## config.mk

```make
export PLATFORM = sky130hd
export DESIGN_NAME = kli_mem
export DESIGN_NICKNAME = d
export VERILOG_FILES = /design/src/sv/kli_pkg.sv /design/src/sv/kli_mem.sv
export SDC_FILE = /design/constraint.sdc
export NUM_CORES = 1
export LEC_CHECK = 0
export BUFFER_PORTS_ARGS = -buffer_cell sky130_fd_sc_hd__buf_2
export CAP_MARGIN = 25
export CORE_ASPECT_RATIO = 0.6
export CORE_MARGIN = 2
export CORE_UTILIZATION = 50
export CTS_CLUSTER_SIZE = 24
export DETAILED_ROUTE_END_ITERATION = 10
export GPL_TIMING_DRIVEN = 0
export PLACE_DENSITY = 0.72
export SYNTH_ARGS = -nofsm -noshare
export SYNTH_HDL_FRONTEND = slang
export SYNTH_SLANG_ARGS = --single-unit
```

## constraint.sdc

```tcl
create_clock -name aclk -period 9.14 [get_ports aclk]
set_clock_uncertainty 0.15 [all_clocks]
set_input_delay 0.457 -clock aclk [delete_from_list [all_inputs] [get_ports aclk]]
set_output_delay 0.457 -clock aclk [all_outputs]
set_load 0.01 [all_outputs]
```

## src/sv/kli_pkg.sv

```systemverilog
package kli_pkg;

    localparam logic [1:0] CMD_CLEAR  = 2'd0;
    localparam logic [1:0] CMD_APPEND = 2'd1;
    localparam logic [1:0] CMD_EVAL   = 2'd2;

    localparam logic [1:0] STS_OK    = 2'd0;
    localparam logic [1:0] STS_FULL  = 2'd1;
    localparam logic [1:0] STS_FEW   = 2'd2;
    localparam logic [1:0] STS_ZSPAN = 2'd3;

    // scalar lane: 33-bit difference times 17-bit offset
    localparam int SPROD_W = 50;
    // color lane: 9-bit difference times 17-bit offset
    localparam int CPROD_W = 26;

    typedef struct packed {
        logic [15:0] marker;
        logic [31:0] scalar;
        logic [31:0] color;   // alpha, blue, green, red from msb down
    } kli_entry_t;

endpackage

```

## src/sv/kli_mem.sv

```systemverilog
module kli_mem #(
    parameter int DEPTH = 16,
    parameter int AW    = 4
) (
    input  logic               aclk,
    input  logic               we,
    input  logic [AW-1:0]      waddr,
    input  kli_pkg::kli_entry_t wdata,
    input  logic [AW-1:0]      raddr,
    output kli_pkg::kli_entry_t rdata
);
    import kli_pkg::*;

    kli_entry_t mem [DEPTH];

    always_ff @(posedge aclk) begin
        if (we) begin
            mem[waddr] <= wdata;
        end
        rdata <= mem[raddr];
    end

endmodule

```

=== Word level (Yosys, flattened, before mapping) ===
Memory sizes are Yosys's and may differ from the RTL's. A register that Yosys moved wholly into a read port is not among the register bits.
Cells that the tools add are included.

* Output and inout bits: 80
* Bits in writable memories: 1280
* Logic and storage cells: 3
* Memories kept: 1
* Register bits: 0

* Muxes and demuxes: 2

{| class="wikitable"
|+ Memories
! name !! words !! bits a word !! read ports !! clocked after memory_dff !! write ports !! line !! RTL
|-
| mem || 16 || 80 || 1 || 1 || 1 || kli_mem.sv:14 || <nowiki>kli_entry_t mem [DEPTH];</nowiki>
|}

{| class="wikitable"
|+ Operators with widths
! operator !! count
|-
| $mux 1 || 2
|}

=== Logic depth before layout (Yosys ltp) ===
* Depth after elaboration: 2
* Gate-level depth with buffers: 6
* Depth with buffers taken out: 3

=== Least setup slack after synthesis ===
OpenSTA, ideal clock, no wires.

* Path kind: input to register
* Start: input port waddr[2]
* End: memory mem[0][0] in the netlist's numbering, enable pin
* Data required time: 8.372 ns
* Data arrival time: 6.393 ns
* Setup slack: 1.980 ns
* Cell stages on the path: 2
* Library setup time: 0.618 ns
* Cells stage by stage: or3b_2 > nor3_1

{| class="wikitable"
|+ RTL lines
! element !! line !! RTL
|-
| from (decl) || kli_mem.sv:7 || <nowiki>input logic [AW-1:0] waddr,</nowiki>
|-
| to (decl) || kli_mem.sv:14 ||
|}

Straight into the memory's write port.

=== Worst setup path in the final report ===
* Start: input port waddr[2]
* End: memory mem[8][20] in the netlist's numbering, enable pin

Straight into the memory's write port.

==> flow_summary.yaml <==
status:
  outcome: "finished, final reports clean"
grt:
  overflow: 0
  antenna_found_initial: 7
  grt_pass1_wl_um: 168000
  grt_pass1_vias: 24400
  grt_start_max_net_pins: 24
  track_usage: 0.232
logic_synthesis:
  synth_nets: 2144
  synth_cell_types: 18
  synth-adder-area-share: 0
  synthTopCellsByCount: "edfxtp_1 (1,280), mux4_2 (320), a22oi_1 (160)"
  async_flop_share: 0
  ys_warn_count: 0
  synth_edf_count: 1280
  synth.area.mux_share: 0.146
  syn_area_per_cell_um2: 24.1
  synth_seq_area_share: 0.810
  yosysTopAreaCell: "edfxtp_1"
  synth_top_area_frac: 0.778
  synth_top_family_by_area: "multiplexers"
  synth-seq-cells: 1360
  synth_xor_area_frac: 0
  synth-simple-area-share: 0.00876
  synth-main-ff-cell: "edfxtp_1"
  synth.most_common_cell: "edfxtp_1"
  syn_inst: 2054
  synth-compound-area-share: 0.0243
  synth.area.top_cells: "edfxtp_1 (78%), mux4_2 (15%), dfxtp_1 (3.2%)"
  syn_area_um2: 49400
power_and_ir_drop:
  finalPower_mw: 12.7
  leakage_nw: 18.8
  p_per_area_nw_per_um2: 218
  vdd_drop_max_v: 0.000177
worst_setup_path:
  path_common_cell: "buf_6"
  worst_path_dominant_cell_family: "simple AND/OR/NAND/NOR gates"
  cp_slowest_stage_delay_ps: 750
  cp-start-kind: "input pin"
  crit_chain: "buf_2 > nand3b_1 > nor3_2 > buf_6 > buf_6 > buf_6 > buf_6 > buf_4"
  critPathMaxFanout: 8
  critical_path_class: "in -> reg"
  cpMaxStageDelayCell: "nor3_2"
  cp-end-kind: "flop"
  cp.arrival_ps: 2710
  cp_data_required_time_ps: 9400
  crit_buf_inv: 6
clock_network:
  clock_path_buffers: 3
  clock_sinks: 1360
  cts_buffers: 116
  clk_latency_ps: 720
  h-tree-depth: 3
  path_clk_slew_ps: 70
  postCtsSetupBuffers: 0
  hold_buffers: 80
  cts_tree: "done"
  root_buffer: "clkbuf_16"
  cts_resized: 0
cells_and_area:
  fin_nets: 2603
  area_delta_synth_final_pct: 17.9
  drive_gt1_frac: 0.310
timing:
  setup_viol: 0
  fmax_mhz: 407
  fin_crit_sh: 0.269
  drv_slew: 0
  relSlewSlack: 0.258
  worst_slack_ps: 6680
  tightest_slew_ps: 1110
  finalHoldViolations: 0
  rsz0062_at_grt: "false"
  finalCriticalPeriod_ps: 2460
  worst_hold_slack_ps: 73.7
routing:
  wl_per_cell_um: 29.5
  drc_errors: 0
  routed_wl_um: 116000
  num_vias: 23800
  drtAntennaViolNets: 0
  dr.pass1.iters: 5
  vias_per_cell: 6.04
  drtIter0Drc: 2703
flow_run:
  max-cap-violations: 0
placed_design:
  port_buffers: 167
  hpwl_um: 72300
  routabilityCongestion: 0.740
  pre_cts_ws_ps: 5950
floorplan:
  core.rowCount: 89
  die-area_um2: 101000
  die_h_um: 248
  io_pins: 170
  die_w_um: 410
  start_util: 0.504
  core-area_um2: 98100
hold_path:
  min-delay-path-class: "in -> reg"
==> area by class of cell <==
type,count,area [um2]
well taps,1319,1650
fillers,6673,39800
repair buffers,341,3210
clock inverters,62,667
diodes,3,7.51
plain buffers,107,543
multi-input cells,587,8950
flip-flops and latches,1360,40000
clock buffers,159,3210
==> power breakdown <==
part           total [mW]  switching, mW  internal [mW]
combinational       0.697          0.409          0.288
clock                5.02           2.19           2.82
sequential           7.01         0.0440           6.97
total                12.7           2.64           10.1
==> layout by cell type, fill, tap and decap left out <==
| cell type | n |
|---|---|
| inv_6 | 4 |
| or3b_2 | 1 |
| and2_1 | 1 |
| buf_1 | 27 |
| nand2b_1 | 2 |
| clkbuf_1 | 71 |
| clkbuf_16 | 118 |
| bufinv_16 | 13 |
| nor3_2 | 4 |
| nand2_1 | 81 |
| buf_6 | 49 |
| clkinv_2 | 18 |
| buf_16 | 14 |
| dfxtp_1 | 80 |
| clkbuf_8 | 10 |
| nand3b_1 | 2 |
| buf_12 | 34 |
| nand3_1 | 1 |
| mux4_2 | 320 |
| edfxtp_1 | 1280 |
| nor2_4 | 12 |
| dlygate4sd3_1 | 80 |
| a22oi_1 | 160 |
| clkinvlp_4 | 6 |
| nor2_1 | 1 |
| diode_2 | 3 |
| clkinv_1 | 17 |
| nor2b_1 | 2 |
| clkinv_8 | 1 |
| buf_2 | 190 |
| buf_8 | 3 |
| buf_4 | 11 |
| clkinv_4 | 3 |
==> cells by family (layout without fill, tap and decap cells) <==
logic type,Yosys count,after routing
other,0,3
buffers and inverters,107,669
AND/OR/NAND/NOR,107,107
multiplexers,320,320
AO/OA/AOI/OAI,160,160
flip-flops,1360,1360
==> final timing paths <==
kind                                   from    endpoint  slack [ps]  cells past startpoint
worst min-delay path               waddr[0]  mem[0][79]          70                      2
worst max-delay path               waddr[2]  mem[8][20]        6680                      8
worst min register to register  mem[14][58]   rdata[58]         520                      3
worst max register to register   mem[11][0]    rdata[0]        7400                      3
==> routing by layer <==
| layer | global-route usage | up-vias | routed length [um] |
|---|---|---|---|
| met5 | 0 | - | 51 |
| met4 | 0.0703 | 8 | 3400 |
| met3 | 0.0513 | 216 | 10600 |
| met2 | 0.368 | 1257 | 55200 |
| met1 | 0.327 | 12600 | 46900 |
| li1 | - | 9727 | - |
==> flip-flops by register name (all words and copies together), names as in the netlist <==
| name | flops |
|---|---|
| mem | 1280 |
| rdata | 80 |
==> stage by stage <==
| stage | instance area, um2 | instances | setup TNS, ps | utilization |
|---|---|---|---|---|
| floorplan | 49400 | 2054 | 0 | - |
| global placement | 51900 | 3540 | -1612260 | 0.529 |
| detailed placement | 53600 | 3634 | 0 | 0.546 |
| CTS | 58300 | 3935 | 0 | 0.594 |
| global route | 58300 | 3937 | 0 | 0.594 |
| finish | 58300 | 3938 | 0 | 0.594 |
Power figures use the tool's default switching activity.
