===== src/sv/kli_div.sv =====
module kli_div #(
    parameter int NW = 50
) (
    input  logic          aclk,
    input  logic          aresetn,
    input  logic          start,
    input  logic [NW-1:0] num,
    input  logic [15:0]   den,
    output logic [NW-1:0] quot,
    output logic          busy
);
    localparam int CNTW = $clog2(NW + 1);

    logic [NW-1:0]   q_reg, q_next;
    logic [15:0]     rem_reg, rem_next;
    logic [15:0]     den_reg;
    logic [CNTW-1:0] cnt_reg, cnt_next;
    logic [16:0]     trial;
    logic [16:0]     diff;

    // restoring divide, one quotient bit per cycle
    always_comb begin
        trial    = {rem_reg, q_reg[NW-1]};
        diff     = trial - {1'b0, den_reg};
        q_next   = q_reg;
        rem_next = rem_reg;
        cnt_next = cnt_reg;
        if (start) begin
            q_next   = num;
            rem_next = '0;
            cnt_next = CNTW'(NW);
        end else if (cnt_reg != '0) begin
            if (trial >= {1'b0, den_reg}) begin
                rem_next = diff[15:0];
                q_next   = {q_reg[NW-2:0], 1'b1};
            end else begin
                rem_next = trial[15:0];
                q_next   = {q_reg[NW-2:0], 1'b0};
            end
            cnt_next = cnt_reg - CNTW'(1);
        end
    end

    always_ff @(posedge aclk) begin
        if (!aresetn) begin
            cnt_reg <= '0;
        end else begin
            cnt_reg <= cnt_next;
        end
        q_reg   <= q_next;
        rem_reg <= rem_next;
        if (start) begin
            den_reg <= den;
        end
    end

    assign quot = q_reg;
    assign busy = (cnt_reg != '0);

endmodule

===== config.mk =====
export PLATFORM = sky130hd
export DESIGN_NAME = kli_div
export DESIGN_NICKNAME = d
export VERILOG_FILES = /design/src/sv/kli_div.sv
export SDC_FILE = /design/constraint.sdc
export NUM_CORES = 1
export LEC_CHECK = 0
export BUFFER_PORTS_ARGS = -buffer_cell sky130_fd_sc_hd__buf_2
export CAP_MARGIN = 20
export CORE_UTILIZATION = 55
export CTS_CLUSTER_SIZE = 10
export DETAILED_ROUTE_END_ITERATION = 10
export PLACE_DENSITY = 0.83
export SLEW_MARGIN = 10
export SYNTH_ARGS = -nofsm -noshare
export SYNTH_HDL_FRONTEND = slang
export SYNTH_SLANG_ARGS = --single-unit

===== constraint.sdc =====
create_clock -name aclk -period 8.14 [get_ports aclk]
set_input_delay 2.442 -clock aclk [delete_from_list [all_inputs] [get_ports aclk]]
set_output_delay 2.442 -clock aclk [all_outputs]
set_load 0.005 [all_outputs]

# Word-level counts from Yosys, hierarchy flattened
# Cells that the tools add are included.
# Widths: inputs -> output; s select.
# word_totals
ff_bits	88
in_bits	69
out_inout_bits	51
wordCells	18
# classes
add_sub_neg	2
order_cmp	1
n_mux	6
n_bitwise	1
n_reduce_logical	3
# ops
operator	count
$mux 50	2
$ge 17x16->1	1
$mux 16	1
$sub 16x16->16	1
$mux 6	2
$reduce_bool 6->1	1
$sub 6x1->6 const B	1
$reduce_bool 2->1	1
$reduce_or 2->1	1
$mux 1	1
$not 1->1	1

# Depth between registers and ports, before layout
# depth
word_depth	4
depth_mapped	10
mapped_depth_nobuf	10

# Worst setup path after synthesis
# OpenSTA, ideal clock, no wires.
# synth_timing
kind	input-to-reg
from	in start
to	reg q_reg[0], in the netlist quot[0] (enable)
setup_time_ns	0.405
arrival_ns	3.933
required_time_ns	7.735
setup_slack_ns	3.802
path_stages	3
cell_sequence	buf_1 nor2_1 inv_1
# synth_between
elab_chain_cells	1
# synth_rtl
item	line_no	rtl
start, declared	6	input logic start,
$reduce_bool 2->1 (no line)	n/a	
end signal, assigned	50	q_reg <= q_next;
end, declared	14	logic [NW-1:0] q_reg, q_next;
# No other way between the ends.
# A chain may end at the register's enable or synchronous reset.

# Worst setup path after layout
# layout_timing
from	reg cnt_reg[3]
to	out busy
# layout_between
elab_chain_cells	1
# layout_rtl
item	line_no	rtl
start, declared	17	logic [CNTW-1:0] cnt_reg, cnt_next;
start signal, assigned	48	cnt_reg <= cnt_next;
$reduce_bool 6->1	58	assign busy = (cnt_reg != '0);
end, declared	10	output logic busy
# No other way between the ends.

==> summary.md <==
The dominant register cell in the synthesized netlist was edfxtp_1. The tools report the largest voltage drop on the vdd net as 0.0001472 V. For the finished layout, the period the worst path requires is 4.409 ns. Summing over every cut layer, the via total after detailed routing is 3,530.

Number of ports placed on the die boundary: 120. In this run the cell area of the synthesized design comes to 4569 µm². STA puts the critical path data required time at 5.70 ns. Count of distinct cell types in the synthesized netlist: 63. The antenna diode instance count was 0; the die width was 93.15 µm. TritonCTS built the clock tree. For the buffer count from post-CTS setup fixing, the log shows 0. Leaving out fill and tap cells, the most frequent cell in the layout is buf_2.

The wire length after detailed routing was 10,410 µm. Setup violations remaining at the end of the flow were counted as 0. The critical path arrival is 1.97 ns. The maximum net fanout on the critical path is 13.

For this run, design rule violations remaining after detail routing come to 0. The placed wire-length estimate was 7522 µm; the CTS clock-pin slew for the worst setup and hold paths was 0.09 ns. The H-tree generated during clock tree synthesis spans 3 levels.

The tools report the clock sink total as 88. Based on the critical path, the design can be clocked at up to 0.2268 GHz. STA classifies the critical path startpoint as a flop. Core outline area: 7888 µm².

The top cell types in the final layout, fill and taps aside, are buf_2, edfxtp_1, mux2_2. Port buffering added 119 buffers. After detailed routing, the number of vias per cell comes to 5.796. The worst slew slack as a fraction of its limit is 29.79%, and the area enclosed by the die boundary is 8677 µm². Die height: 93.15 µm. The count of nets left with antenna violations after detail routing is 0, and the logic depth of the worst register-to-register path is 5. In this run, synthesis produced a sequential element count of 88. Transition at the pin with the smallest max-transition slack: 1.052 ns. The signed area change from the synthesized netlist to the final layout is 18.15%, and the setup slack on the worst flop-to-flop path is 5.24 ns. The initialized floorplan defines 32 standard-cell rows.

The run gives 3,565 as the number of global-route vias before repair. The worst reg2reg path startpoint is cnt_reg[3]. Net count of the mapped netlist: 473. The ratio of total power to cell area works out to 279.4 nW/µm². For this run the aggregate overflow at the end of global routing stands at 0.

Setup repair after global routing left no endpoint under its margin. The number of flip-flops under the largest register name was 50; the initial antenna violation count was 0. Across the run, the number of max-cap violations was 0. Summed over all cells, the static leakage comes to 2.301 nW.

Routability-driven placement finished with a final weighted congestion of 0.8811. For this run, asynchronously set or reset flops after synthesis account for 0%. For the global-route wire length before repair, the log shows 17,240 µm. For this configuration, the core starts out at a cell density of 57.93%. The final layout contains 590 nets. Clock latency on the worst-skew pair, taken at its later pin, is 0.36 ns.

Counting flops with a built-in enable in the synthesized netlist gives 66. The tools report the hold violation count in the final report as 0. In this run, post-CTS hold repair placed 0 buffers. The share of the clock period used by the worst path was 54.17%; the number of buffers between clock root and the deepest sink was 2. CTS placed an instance of clkbuf_8 at the clock tree root. The wire length per cell came out at 17.10 µm. The total power after layout was 1.508 mW; the mean cell area of the mapped netlist was 11.87 µm². For the final routed database, the setup TNS stands at 0 ns. Endpoint of the lowest-slack register-to-register path: quot[16]. The synthesized instance count came out at 385. The setup path with the least slack is of type flop to primary output. The worst setup path is captured at a primary output.

The worst setup path startpoint is cnt_reg[3]. The worst clock skew was 0.009387 ns; the pin count of the biggest net entering global routing was 52. The flow ran to the end, and the final reports show no timing, DRC or antenna violations. The number of clock buffers inserted by TritonCTS is 9. The final-report max-slew violation count is 0, and the fraction of layout instances using a drive strength above 1 is 37.87%.

Following the worst setup path forward leads to its endpoint at busy. Post-CTS repair changed the size of 0 cells. Yosys printed 0 warnings.

The total global routing track utilization is 25.88%. The count of TritonRoute iterations in the first routing pass came out at 5. Sequential elements use 53.01% of the synthesized area. The first routing iteration left 306 violations. Class of the tightest hold or removal check: flop to flop.
kinds of logic after synthesis:
kind of cell | Yosys count | share of synthesized area, %
muxes | 52 | 12.76
buffers and inverters | 43 | 3.970
DFF | 88 | 53.01
xor gates and xnor gates | 15 | 2.875
AOI/OAI and AO/OA | 84 | 13.28
and+or+nand+nor | 84 | 8.736
adders and majority gates | 19 | 5.367
power breakdown:
part           internal [mW]  switching (mW)  total (mW)
Sequential             0.589          0.0595       0.648
Clock                  0.112           0.164       0.276
Combinational          0.252           0.333       0.584
worst min path at each step:
| stage | start | endpoint | cells after the start | slack, ns |
|---|---|---|---|---|
| finish | rem_reg[15] | rem_reg[15] | 2 | 0.50 |
| floorplan | rem_reg[15] | rem_reg[15] | 2 | 0.44 |
| CTS | rem_reg[15] | rem_reg[15] | 2 | 0.50 |
| global route | rem_reg[15] | rem_reg[15] | 2 | 0.52 |
| detailed placement | rem_reg[15] | rem_reg[15] | 2 | 0.49 |
| global placement | rem_reg[3] | rem_reg[3] | 2 | 0.47 |
worst max-delay path, stage by stage, from the launching register on:
cell	delay, ns
dfxtp_1	0.34
nor3_1	0.24
and3b_1	0.49
inv_1	0.32
buf_2	0.21
stage by stage:
step                hold WS, ns  cell area (µm²)  worst slack, ns  util (%)  cells
floorplan                0.4417             4569            3.802         -    385
global placement         0.4688             5228            3.424     66.28    593
detailed placement       0.4857             5228            3.368     66.28    593
CTS                      0.4974             5399            3.742     68.45    609
global route             0.5182             5399            3.547     68.45    609
finish                   0.4972             5399            3.731     68.45    609
metal layers:
| metal | wire, µm | GRT usage, % | up-vias |
|---|---|---|---|
| li1 | - | - | 1683 |
| met3 | 853 | 6.585 | 16 |
| met4 | 186 | 10.77 | 0 |
| met2 | 4963 | 41.73 | 154 |
| met1 | 4408 | 33.26 | 1677 |
| met5 | 0 | 0 | - |
Yosys cell counts, types with 10 or more instances:
master / n / share of area [%]
edfxtp_1: 66 / 43
mux2_2: 50 / 12
inv_1: 28 / 2.3
nand2_1: 25 / 2.1
dfxtp_1: 22 / 9.6
a21oi_1: 19 / 2.1
ha_1: 18 / 4.9
nor2_1: 16 / 1.3
nor3_1: 13 / 1.4
nand3_1: 12 / 1.3
o21ai_0: 11 / 1.2
xnor2_1: 10 / 1.9
area by class of cell:
type	count	area, µm²
multi-input combinational	254	1966
inverter	29	108.9
timing repair buffer	120	603.1
clock inverter	6	43.79
clock buffer	10	127.6
tap	102	127.6
sequential	88	2422
fill	572	2489
Note: power is estimated with default switching activity, not from simulation.
